### config.mk
export PLATFORM = sky130hd
export DESIGN_NAME = clipped_rect_copy_address_gen_top_flat
export DESIGN_NICKNAME = d
export VERILOG_FILES = /design/src/crcag_pkg.sv /design/src/crcag_in_if.sv /design/src/crcag_clip.sv /design/src/clipped_rect_copy_address_gen_top.sv /design/src/flat_wrapper.sv
export SDC_FILE = /design/constraint.sdc
export NUM_CORES = 2
export LEC_CHECK = 0
export BUFFER_PORTS_ARGS = -buffer_cell sky130_fd_sc_hd__buf_2
export CELL_PAD_IN_SITES_DETAIL_PLACEMENT = 1
export CELL_PAD_IN_SITES_GLOBAL_PLACEMENT = 1
export CORE_UTILIZATION = 43
export DETAILED_ROUTE_END_ITERATION = 10
export PLACE_DENSITY = 0.75
export SLEW_MARGIN = 20
export SYNTH_ARGS = -nofsm -noshare
export SYNTH_HDL_FRONTEND = slang
export SYNTH_SLANG_ARGS = --single-unit
### constraint.sdc
create_clock -name clk -period 17.35 [get_ports clk]
set_input_delay 1.735 -clock clk [delete_from_list [all_inputs] [get_ports clk]]
set_output_delay 1.735 -clock clk [all_outputs]
set_load 0.005 [all_outputs]
### src/crcag_pkg.sv
// ----------------------------------------------------------------------------
// crcag_pkg
// shared constants and types for the clipped rectangle copy address generator
// ----------------------------------------------------------------------------
package crcag_pkg;

  localparam int ADDR_BITS  = 30;
  localparam int COORD_BITS = 12;
  localparam int POS_BITS   = 16;
  localparam int SCAN_BITS  = 16;
  localparam int CNT_BITS   = COORD_BITS + 1;
  localparam int OFF_BITS   = COORD_BITS + 2;
  localparam int EXT_BITS   = POS_BITS + 2;
  localparam int PROD_BITS  = OFF_BITS + SCAN_BITS;
  localparam int CFG_IDX_BITS  = 3;
  localparam int CFG_DATA_BITS = SCAN_BITS;

  localparam logic [CFG_IDX_BITS-1:0] CFG_CLIP_LEFT   = 3'd0;
  localparam logic [CFG_IDX_BITS-1:0] CFG_CLIP_TOP    = 3'd1;
  localparam logic [CFG_IDX_BITS-1:0] CFG_CLIP_RIGHT  = 3'd2;
  localparam logic [CFG_IDX_BITS-1:0] CFG_CLIP_BOTTOM = 3'd3;
  localparam logic [CFG_IDX_BITS-1:0] CFG_SCANLINE    = 3'd4;

  localparam logic KIND_LOAD    = 1'b0;
  localparam logic KIND_ADVANCE = 1'b1;

  localparam logic [SCAN_BITS-1:0] SCANLINE_RESET = 16'd4096;
  localparam logic signed [EXT_BITS-1:0] EXT_ONE  = 1;

  typedef struct packed {
    logic                  empty;
    logic [COORD_BITS-1:0] x1;
    logic [COORD_BITS-1:0] y1;
    logic [OFF_BITS-1:0]   xs;
    logic [OFF_BITS-1:0]   ys;
    logic [CNT_BITS-1:0]   w;
    logic [CNT_BITS-1:0]   h;
  } clip_res_t;

endpackage

### src/crcag_in_if.sv
// ----------------------------------------------------------------------------
// crcag_in_if
// command channel: load and advance transactions
// ----------------------------------------------------------------------------
interface crcag_in_if;
  logic                                valid;
  logic                                ready;
  logic                                kind;
  logic [crcag_pkg::ADDR_BITS-1:0]     dest_base;
  logic signed [crcag_pkg::POS_BITS-1:0] dest_x;
  logic signed [crcag_pkg::POS_BITS-1:0] dest_y;
  logic [crcag_pkg::CNT_BITS-1:0]      rect_width;
  logic [crcag_pkg::CNT_BITS-1:0]      rect_height;
  logic [crcag_pkg::ADDR_BITS-1:0]     src_base;
  logic [crcag_pkg::COORD_BITS-1:0]    src_x;
  logic [crcag_pkg::COORD_BITS-1:0]    src_y;

  modport source (
    output valid, kind, dest_base, dest_x, dest_y, rect_width, rect_height,
           src_base, src_x, src_y,
    input  ready
  );
  modport sink (
    input  valid, kind, dest_base, dest_x, dest_y, rect_width, rect_height,
           src_base, src_x, src_y,
    output ready
  );
endinterface

interface crcag_out_if;
  logic                            valid;
  logic                            ready;
  logic                            has_move;
  logic [crcag_pkg::ADDR_BITS-1:0] src_addr;
  logic [crcag_pkg::ADDR_BITS-1:0] dest_addr;
  logic                            last;
  logic                            busy_res;

  modport source (
    output valid, has_move, src_addr, dest_addr, last, busy_res,
    input  ready
  );
  modport sink (
    input  valid, has_move, src_addr, dest_addr, last, busy_res,
    output ready
  );
endinterface

### src/crcag_clip.sv
// ----------------------------------------------------------------------------
// crcag_clip
// clips the destination rectangle and shifts the source corner to match
// ----------------------------------------------------------------------------
module crcag_clip (
  input  logic signed [crcag_pkg::POS_BITS-1:0] dest_x,
  input  logic signed [crcag_pkg::POS_BITS-1:0] dest_y,
  input  logic [crcag_pkg::CNT_BITS-1:0]        rect_width,
  input  logic [crcag_pkg::CNT_BITS-1:0]        rect_height,
  input  logic [crcag_pkg::COORD_BITS-1:0]      src_x,
  input  logic [crcag_pkg::COORD_BITS-1:0]      src_y,
  input  logic [crcag_pkg::COORD_BITS-1:0]      clip_left,
  input  logic [crcag_pkg::COORD_BITS-1:0]      clip_top,
  input  logic [crcag_pkg::COORD_BITS-1:0]      clip_right,
  input  logic [crcag_pkg::COORD_BITS-1:0]      clip_bottom,
  output crcag_pkg::clip_res_t                  res
);

  logic signed [crcag_pkg::EXT_BITS-1:0] x1, y1, x2, y2, ww, hh;
  logic signed [crcag_pkg::EXT_BITS-1:0] cl, ct, cr, cb;
  logic signed [crcag_pkg::EXT_BITS-1:0] x1c, y1c, x2c, y2c, dx, dy, wd, hd;
  logic                                  clip_l, clip_t;

  always_comb begin
    x1 = {{(crcag_pkg::EXT_BITS-crcag_pkg::POS_BITS){dest_x[crcag_pkg::POS_BITS-1]}}, dest_x};
    y1 = {{(crcag_pkg::EXT_BITS-crcag_pkg::POS_BITS){dest_y[crcag_pkg::POS_BITS-1]}}, dest_y};
    ww = {{(crcag_pkg::EXT_BITS-crcag_pkg::CNT_BITS){1'b0}}, rect_width};
    hh = {{(crcag_pkg::EXT_BITS-crcag_pkg::CNT_BITS){1'b0}}, rect_height};
    cl = {{(crcag_pkg::EXT_BITS-crcag_pkg::COORD_BITS){1'b0}}, clip_left};
    ct = {{(crcag_pkg::EXT_BITS-crcag_pkg::COORD_BITS){1'b0}}, clip_top};
    cr = {{(crcag_pkg::EXT_BITS-crcag_pkg::COORD_BITS){1'b0}}, clip_right};
    cb = {{(crcag_pkg::EXT_BITS-crcag_pkg::COORD_BITS){1'b0}}, clip_bottom};
    x2 = x1 + ww - crcag_pkg::EXT_ONE;
    y2 = y1 + hh - crcag_pkg::EXT_ONE;

    clip_l = x1 < cl;
    clip_t = y1 < ct;
    dx  = cl - x1;
    dy  = ct - y1;
    x1c = clip_l ? cl : x1;
    y1c = clip_t ? ct : y1;
    x2c = (x2 > cr) ? cr : x2;
    y2c = (y2 > cb) ? cb : y2;
    wd  = x2c - x1c;
    hd  = y2c - y1c;

    // offsets stay below four times the clip span whenever the result is used
    res.empty = (wd < 0) || (hd < 0);
    res.x1    = x1c[crcag_pkg::COORD_BITS-1:0];
    res.y1    = y1c[crcag_pkg::COORD_BITS-1:0];
    res.xs    = crcag_pkg::OFF_BITS'(src_x)
              + (clip_l ? dx[crcag_pkg::OFF_BITS-1:0] : '0);
    res.ys    = crcag_pkg::OFF_BITS'(src_y)
              + (clip_t ? dy[crcag_pkg::OFF_BITS-1:0] : '0);
    res.w     = wd[crcag_pkg::CNT_BITS-1:0] + crcag_pkg::CNT_BITS'(1);
    res.h     = hd[crcag_pkg::CNT_BITS-1:0] + crcag_pkg::CNT_BITS'(1);
  end

endmodule

### src/clipped_rect_copy_address_gen_top.sv
// ----------------------------------------------------------------------------
// clipped_rect_copy_address_gen_top
// clipped rectangle copy address generator: clip, row start product, cursor walk
// ----------------------------------------------------------------------------
// an accepted transaction passes stage a, stage b and the output register before its result is on out_ch
// throughput: one transaction per cycle while out_ch takes results, every transaction gives one result
// stages: clip, scanline multiply, cursor/state update into the output register
// all stages advance together whenever the output register is empty or taken
// reset (rst_n, synchronous): pipeline empty, copy idle, clip to full frame,
// scanline 4096 bytes
module clipped_rect_copy_address_gen_top (
  input  logic                                   clk,
  input  logic                                   rst_n,
  crcag_in_if.sink                               in_ch,
  crcag_out_if.source                            out_ch,
  input  logic                                   cfg_we,
  input  logic [crcag_pkg::CFG_IDX_BITS-1:0]     cfg_index,
  input  logic [crcag_pkg::CFG_DATA_BITS-1:0]    cfg_wdata
);

  // configuration
  logic [crcag_pkg::COORD_BITS-1:0] clip_left_r, clip_top_r, clip_right_r, clip_bottom_r;
  logic [crcag_pkg::SCAN_BITS-1:0]  scanline_r;

  always_ff @(posedge clk) begin
    if (!rst_n) begin
      clip_left_r   <= '0;
      clip_top_r    <= '0;
      clip_right_r  <= '1;
      clip_bottom_r <= '1;
      scanline_r    <= crcag_pkg::SCANLINE_RESET;
    end else if (cfg_we) begin
      case (cfg_index)
        crcag_pkg::CFG_CLIP_LEFT:   clip_left_r   <= cfg_wdata[crcag_pkg::COORD_BITS-1:0];
        crcag_pkg::CFG_CLIP_TOP:    clip_top_r    <= cfg_wdata[crcag_pkg::COORD_BITS-1:0];
        crcag_pkg::CFG_CLIP_RIGHT:  clip_right_r  <= cfg_wdata[crcag_pkg::COORD_BITS-1:0];
        crcag_pkg::CFG_CLIP_BOTTOM: clip_bottom_r <= cfg_wdata[crcag_pkg::COORD_BITS-1:0];
        crcag_pkg::CFG_SCANLINE:    scanline_r    <= cfg_wdata[crcag_pkg::SCAN_BITS-1:0];
        default: ;
      endcase
    end
  end

  logic adv;
  logic out_valid_r;
  assign adv         = !out_valid_r || out_ch.ready;
  assign in_ch.ready = adv;

  // stage a: clip
  crcag_pkg::clip_res_t clip_res, a_clip_r;
  logic                             a_valid_r, a_kind_r;
  logic [crcag_pkg::ADDR_BITS-1:0]  a_src_base_r, a_dest_base_r;

  crcag_clip u_clip (
    .dest_x      (in_ch.dest_x),
    .dest_y      (in_ch.dest_y),
    .rect_width  (in_ch.rect_width),
    .rect_height (in_ch.rect_height),
    .src_x       (in_ch.src_x),
    .src_y       (in_ch.src_y),
    .clip_left   (clip_left_r),
    .clip_top    (clip_top_r),
    .clip_right  (clip_right_r),
    .clip_bottom (clip_bottom_r),
    .res         (clip_res)
  );

  always_ff @(posedge clk) begin
    if (!rst_n) begin
      a_valid_r <= 1'b0;
    end else if (adv) begin
      a_valid_r <= in_ch.valid;
    end
  end

  always_ff @(posedge clk) begin
    if (adv) begin
      a_kind_r      <= in_ch.kind;
      a_clip_r      <= clip_res;
      a_src_base_r  <= in_ch.src_base;
      a_dest_base_r <= in_ch.dest_base;
    end
  end

  // stage b: row offset products and base plus column
  logic [crcag_pkg::PROD_BITS-1:0] src_prod, dest_prod;
  logic                            b_valid_r, b_kind_r, b_empty_r;
  logic [crcag_pkg::CNT_BITS-1:0]  b_w_r, b_h_r;
  logic [crcag_pkg::ADDR_BITS-1:0] b_src_off_r, b_dest_off_r, b_src_bx_r, b_dest_bx_r;

  assign src_prod  = {{crcag_pkg::SCAN_BITS{1'b0}}, a_clip_r.ys}
                   * {{crcag_pkg::OFF_BITS{1'b0}}, scanline_r};
  assign dest_prod = {{(crcag_pkg::PROD_BITS-crcag_pkg::COORD_BITS){1'b0}}, a_clip_r.y1}
                   * {{crcag_pkg::OFF_BITS{1'b0}}, scanline_r};

  always_ff @(posedge clk) begin
    if (!rst_n) begin
      b_valid_r <= 1'b0;
    end else if (adv) begin
      b_valid_r <= a_valid_r;
    end
  end

  always_ff @(posedge clk) begin
    if (adv) begin
      b_kind_r     <= a_kind_r;
      b_empty_r    <= a_clip_r.empty;
      b_w_r        <= a_clip_r.w;
      b_h_r        <= a_clip_r.h;
      b_src_off_r  <= crcag_pkg::ADDR_BITS'(src_prod >> 2);
      b_dest_off_r <= crcag_pkg::ADDR_BITS'(dest_prod >> 2);
      b_src_bx_r   <= a_src_base_r + crcag_pkg::ADDR_BITS'(a_clip_r.xs);
      b_dest_bx_r  <= a_dest_base_r + crcag_pkg::ADDR_BITS'(a_clip_r.x1);
    end
  end

  // stage c: copy state and result register
  logic [crcag_pkg::ADDR_BITS-1:0] src_row_r, dest_row_r, src_cur_r, dest_cur_r;
  logic [crcag_pkg::ADDR_BITS-1:0] src_row_nxt, dest_row_nxt, src_cur_nxt, dest_cur_nxt;
  logic [crcag_pkg::CNT_BITS-1:0]  row_len_r, cols_r, rows_r;
  logic [crcag_pkg::CNT_BITS-1:0]  row_len_nxt, cols_nxt, rows_nxt, cols_dec, rows_dec;
  logic                            active_r, active_nxt;
  logic [crcag_pkg::ADDR_BITS-1:0] step, src_new_row, dest_new_row;
  logic                            has_move_r, last_r, busy_r;
  logic                            has_move_nxt, last_nxt, busy_nxt;
  logic [crcag_pkg::ADDR_BITS-1:0] src_addr_r, dest_addr_r, src_addr_nxt, dest_addr_nxt;

  assign step         = crcag_pkg::ADDR_BITS'(scanline_r >> 2);
  assign src_new_row  = src_row_r + step;
  assign dest_new_row = dest_row_r + step;
  assign cols_dec     = cols_r - crcag_pkg::CNT_BITS'(1);
  assign rows_dec     = rows_r - crcag_pkg::CNT_BITS'(1);

  always_comb begin
    src_row_nxt   = src_row_r;
    dest_row_nxt  = dest_row_r;
    src_cur_nxt   = src_cur_r;
    dest_cur_nxt  = dest_cur_r;
    row_len_nxt   = row_len_r;
    cols_nxt      = cols_r;
    rows_nxt      = rows_r;
    active_nxt    = active_r;
    has_move_nxt  = 1'b0;
    last_nxt      = 1'b0;
    busy_nxt      = 1'b0;
    src_addr_nxt  = '0;
    dest_addr_nxt = '0;
    if (b_kind_r == crcag_pkg::KIND_LOAD) begin
      if (b_empty_r) begin
        active_nxt  = 1'b0;
        row_len_nxt = '0;
        cols_nxt    = '0;
        rows_nxt    = '0;
      end else begin
        src_row_nxt  = b_src_bx_r + b_src_off_r;
        dest_row_nxt = b_dest_bx_r + b_dest_off_r;
        src_cur_nxt  = src_row_nxt;
        dest_cur_nxt = dest_row_nxt;
        row_len_nxt  = b_w_r;
        cols_nxt     = b_w_r;
        rows_nxt     = b_h_r;
        active_nxt   = 1'b1;
        busy_nxt     = 1'b1;
      end
    end else if (active_r) begin
      has_move_nxt  = 1'b1;
      src_addr_nxt  = src_cur_r;
      dest_addr_nxt = dest_cur_r;
      cols_nxt      = cols_dec;
      if (cols_dec != '0) begin
        src_cur_nxt  = src_cur_r + crcag_pkg::ADDR_BITS'(1);
        dest_cur_nxt = dest_cur_r + crcag_pkg::ADDR_BITS'(1);
        busy_nxt     = 1'b1;
      end else begin
        rows_nxt = rows_dec;
        if (rows_dec == '0) begin
          active_nxt = 1'b0;
          last_nxt   = 1'b1;
        end else begin
          src_row_nxt  = src_new_row;
          dest_row_nxt = dest_new_row;
          src_cur_nxt  = src_new_row;
          dest_cur_nxt = dest_new_row;
          cols_nxt     = row_len_r;
          busy_nxt     = 1'b1;
        end
      end
    end
  end

  always_ff @(posedge clk) begin
    if (!rst_n) begin
      active_r    <= 1'b0;
      row_len_r   <= '0;
      cols_r      <= '0;
      rows_r      <= '0;
      src_row_r   <= '0;
      dest_row_r  <= '0;
      src_cur_r   <= '0;
      dest_cur_r  <= '0;
      out_valid_r <= 1'b0;
    end else if (adv) begin
      out_valid_r <= b_valid_r;
      if (b_valid_r) begin
        active_r   <= active_nxt;
        row_len_r  <= row_len_nxt;
        cols_r     <= cols_nxt;
        rows_r     <= rows_nxt;
        src_row_r  <= src_row_nxt;
        dest_row_r <= dest_row_nxt;
        src_cur_r  <= src_cur_nxt;
        dest_cur_r <= dest_cur_nxt;
      end
    end
  end

  always_ff @(posedge clk) begin
    if (adv && b_valid_r) begin
      has_move_r  <= has_move_nxt;
      last_r      <= last_nxt;
      busy_r      <= busy_nxt;
      src_addr_r  <= src_addr_nxt;
      dest_addr_r <= dest_addr_nxt;
    end
  end

  assign out_ch.valid     = out_valid_r;
  assign out_ch.has_move  = has_move_r;
  assign out_ch.src_addr  = src_addr_r;
  assign out_ch.dest_addr = dest_addr_r;
  assign out_ch.last      = last_r;
  assign out_ch.busy_res  = busy_r;

endmodule
### src/flat_wrapper.sv
// flat-port wrapper written by rule: the top's interface ports become plain ports
module clipped_rect_copy_address_gen_top_flat 
  (clk, rst_n, cfg_we, cfg_index, cfg_wdata, in_ch_valid, in_ch_kind, in_ch_dest_base, in_ch_dest_x, in_ch_dest_y, in_ch_rect_width, in_ch_rect_height, in_ch_src_base, in_ch_src_x, in_ch_src_y, in_ch_ready, out_ch_valid, out_ch_has_move, out_ch_src_addr, out_ch_dest_addr, out_ch_last, out_ch_busy_res, out_ch_ready);
  crcag_in_if in_ch_i ();
  crcag_out_if out_ch_i ();
  input  logic clk;
  input  logic rst_n;
  input  logic cfg_we;
  input  logic [crcag_pkg::CFG_IDX_BITS-1:0] cfg_index;
  input  logic [crcag_pkg::CFG_DATA_BITS-1:0] cfg_wdata;
  input wire logic [$bits(in_ch_i.valid)-1:0] in_ch_valid;
  input wire logic [$bits(in_ch_i.kind)-1:0] in_ch_kind;
  input wire logic [$bits(in_ch_i.dest_base)-1:0] in_ch_dest_base;
  input wire logic [$bits(in_ch_i.dest_x)-1:0] in_ch_dest_x;
  input wire logic [$bits(in_ch_i.dest_y)-1:0] in_ch_dest_y;
  input wire logic [$bits(in_ch_i.rect_width)-1:0] in_ch_rect_width;
  input wire logic [$bits(in_ch_i.rect_height)-1:0] in_ch_rect_height;
  input wire logic [$bits(in_ch_i.src_base)-1:0] in_ch_src_base;
  input wire logic [$bits(in_ch_i.src_x)-1:0] in_ch_src_x;
  input wire logic [$bits(in_ch_i.src_y)-1:0] in_ch_src_y;
  output wire logic [$bits(in_ch_i.ready)-1:0] in_ch_ready;
  output wire logic [$bits(out_ch_i.valid)-1:0] out_ch_valid;
  output wire logic [$bits(out_ch_i.has_move)-1:0] out_ch_has_move;
  output wire logic [$bits(out_ch_i.src_addr)-1:0] out_ch_src_addr;
  output wire logic [$bits(out_ch_i.dest_addr)-1:0] out_ch_dest_addr;
  output wire logic [$bits(out_ch_i.last)-1:0] out_ch_last;
  output wire logic [$bits(out_ch_i.busy_res)-1:0] out_ch_busy_res;
  input wire logic [$bits(out_ch_i.ready)-1:0] out_ch_ready;
  assign in_ch_i.valid = in_ch_valid;
  assign in_ch_i.kind = in_ch_kind;
  assign in_ch_i.dest_base = in_ch_dest_base;
  assign in_ch_i.dest_x = in_ch_dest_x;
  assign in_ch_i.dest_y = in_ch_dest_y;
  assign in_ch_i.rect_width = in_ch_rect_width;
  assign in_ch_i.rect_height = in_ch_rect_height;
  assign in_ch_i.src_base = in_ch_src_base;
  assign in_ch_i.src_x = in_ch_src_x;
  assign in_ch_i.src_y = in_ch_src_y;
  assign in_ch_ready = in_ch_i.ready;
  assign out_ch_valid = out_ch_i.valid;
  assign out_ch_has_move = out_ch_i.has_move;
  assign out_ch_src_addr = out_ch_i.src_addr;
  assign out_ch_dest_addr = out_ch_i.dest_addr;
  assign out_ch_last = out_ch_i.last;
  assign out_ch_busy_res = out_ch_i.busy_res;
  assign out_ch_i.ready = out_ch_ready;
  clipped_rect_copy_address_gen_top u_core (.clk(clk), .rst_n(rst_n), .in_ch(in_ch_i), .out_ch(out_ch_i), .cfg_we(cfg_we), .cfg_index(cfg_index), .cfg_wdata(cfg_wdata));
endmodule
==> metrics.csv <==
metric;value;unit
status;complete, no violations;
slew_headroom;26.01;%
worst_slew_pin_slew;1110;ps
drt-initial-drc-count;2355;
cts_max_path_buffers;3;
start_util;43.65;%
cp_num_buf_inv;2;
portBuffers;231;
power.density;89.37;nW/um2
crit_type;input port to flip-flop;
final_area;54160;um2
grt_pass1_vias;42170;
syn_to_final_growth;9.691;%
switching_power;1.754;mW
wl_per_cell;21.41;um
internal-power;3.086;mW
slowest_stage;a21oi_4;
die_h;340.8;um
ys_top_cells_by_area;edfxtp_1, fa_1, ha_1;
yosysTopAreaCell;edfxtp_1;
vias_per_cell;5.629;
post_dp_cell_area;51920;um2
cts_made_buffers;69;
r2r_start;u_core.scanline_r[12]$_SDFFE_PN1P_;
grt_first_pass_wirelength;241.3;mm
rrSetupSlack;9610;ps
synth_flop_cell;edfxtp_1;
cp_common_cell;ha_1;
yosysTopAreaCellShare;20.98;%
syn_area;49370;um2
setup-tns-final;0;ps
antenna_found_initial;14;
syn_avg_cell_area;8.981;um2
drive_gt1_share;7.825;%
ys_ff_latch;572;
largest_reg_flops;79;
cts_setup_buffers;0;
slew_violations;0;
clkSinkCount;572;
syn-num-nets;6432;
leakagePower;23.98;nW
fin_skew;23.58;ps
cts_tree;done;
overflow;0;
cp_slowest_stage_delay;530;ps
clock-root-buffer;clkbuf_16;
gp_congestion;0.8914;
seqPwrFrac;37.8;%
path_delay_family;compound AO/OA/AOI/OAI gates;
rows;123;
clk_pin_slew;60;ps
worst_ep_arrival_time;8660;ps
clock_latency;660;ps
ys_seq_area_share;30.19;%
fin_crit_sh;47.60;%
combPwrFrac;32.1;%
grt_max_degree;145;
final_nets;6552;
htreeDepth;3;
rsz0062_at_grt;no;
core_area;113100;um2
wirelength;153.8;mm
final-setup-viol-count;0;
largest_register;u_core.a_clip_r;
worstHoldStart;u_core.a_kind_r$_DFFE_PN_;
hold_viol_final;0;
async_reset_ff_share;0;%
dp_hpwl;118.4;mm
critPathLaunch;in_ch_dest_x[0];
whs;417.8;ps
synth_most_common_cell;nand2_1;
cts_resized;0;
switching_share;36.24;%
hold_path_class;flip-flop to flip-flop;
die_w;340.8;um
yosysUniqueCellTypes;81;
first_pass_iters;5;
gr-usage-all-layers;26.29;%
vias;40420;
ant_nets;0;
max_freq;121.1;MHz
cts_hold_buf;0;
required;17750;ps
period_minus_slack;8259;ps
p_clk_share;30.1;%
die_area;116200;um2
n_fill_cell;13190;
synthCells;5497;
ir_drop;64.67;uV
synth_commonest_cells;nand2_1, inv_1, ha_1;
synth-edff-count;345;
drc;0;
start_kind;input port;
synth_warnings;0;
worstSetupEndpointType;flip-flop;
drv_cap;0;
io_pins;232;
cp_max_fo;13;
## power by group through the flow
stage	clock network, mW	logic [mW]	registers [mW]
after detailed placement	0	1.53	1.85
after floorplan	0	1.13	1.74
final	1.46	1.55	1.83
after global placement	0	1.48	1.84
after global routing	1.53	1.72	1.84
after CTS	1.49	1.55	1.83
## routing by layer
metal | up-vias | GRT usage, % | part of all wire, %
met1 | 20190 | 35.25 | 46
met2 | 936 | 43.87 | 47
met5 | - | 0 | 0.060
li1 | 19050 | - | -
met4 | 14 | 8.118 | 3.1
met3 | 231 | 3.626 | 4.7
## cell type report
type                    instances  area [um2]  area share, %
multi-input cells            4117       31440          58.06
repair buffers                276        1509          2.786
clock inverters                34       329.1         0.6076
inverters                     581        2183          4.032
well taps                    1500        1877          3.466
flip-flops and latches        572       14910          27.53
clock buffers                  94        1893          3.496
diodes                          6       15.01        0.02772
## worst register-to-register path: cells and delay by family, from the launching register on
kind / cells / cell delay, ps
AO/OA/AOI/OAI: 5 / 2180
AND/OR/NAND/NOR: 2 / 260
buffers and inverters: 4 / 590
flip-flops: 1 / 970
adder cells (fa/ha/maj): 7 / 3340
XOR/XNOR: 1 / 150
## final timing paths
check	endpoint	depth (start not counted)
hold reg to reg	u_core.b_kind_r$_DFFE_PN_	0
setup reg to reg	u_core.b_src_off_r[27]$_DFFE_PN_	19
setup / recovery	u_core.a_clip_r[25]$_DFFE_PN_	30
hold / removal	u_core.b_kind_r$_DFFE_PN_	0
## kinds of logic (layout without fill, tap and decap cells)
logic type	Yosys count	after routing	share of synthesized area (%)
compound gates	1089	1089	13.95
xor+xnor	362	362	6.422
fa+ha+maj	768	768	24.31
buf+inv	808	985	6.189
flops	572	572	30.19
mux	39	39	0.9022
other cells	0	6	0
simple gates	1859	1859	18.03
## metrics by stage
step	power, mW	utilization, %	cells	setup WS [ps]
final	4.840	47.88	7180	9091
after floorplan	2.865	-	5497	3244
after CTS	4.860	47.86	7174	9184
after global routing	5.090	47.87	7175	8526
after detailed placement	3.385	45.90	7046	8528
after global placement	3.324	45.90	7046	8710
## placed cells by master, fill, tap and decap left out, types with 25 or more instances in the layout
| cell | instances |
|---|---|
| buf_4 | 45 |
| inv_1 | 578 |
| a21oi_1 | 314 |
| xnor2_1 | 213 |
| and2_1 | 175 |
| edfxtp_1 | 345 |
| ha_1 | 449 |
| or3_1 | 33 |
| o21a_1 | 81 |
| a31oi_1 | 56 |
| and3_1 | 123 |
| xor2_1 | 149 |
| a21boi_0 | 33 |
| a211oi_1 | 61 |
| o21ai_0 | 235 |
| dfxtp_1 | 225 |
| buf_2 | 230 |
| nand4_1 | 35 |
| nor2b_1 | 47 |
| o211ai_1 | 65 |
| nand3_1 | 118 |
| nor3_1 | 136 |
| fa_1 | 319 |
| nand2_1 | 719 |
| nor3b_1 | 25 |
| a21o_1 | 76 |
| nand2b_1 | 27 |
| clkbuf_16 | 71 |
| nor2_1 | 309 |
| nand3b_1 | 26 |
Power figures use the tool's default switching activity.
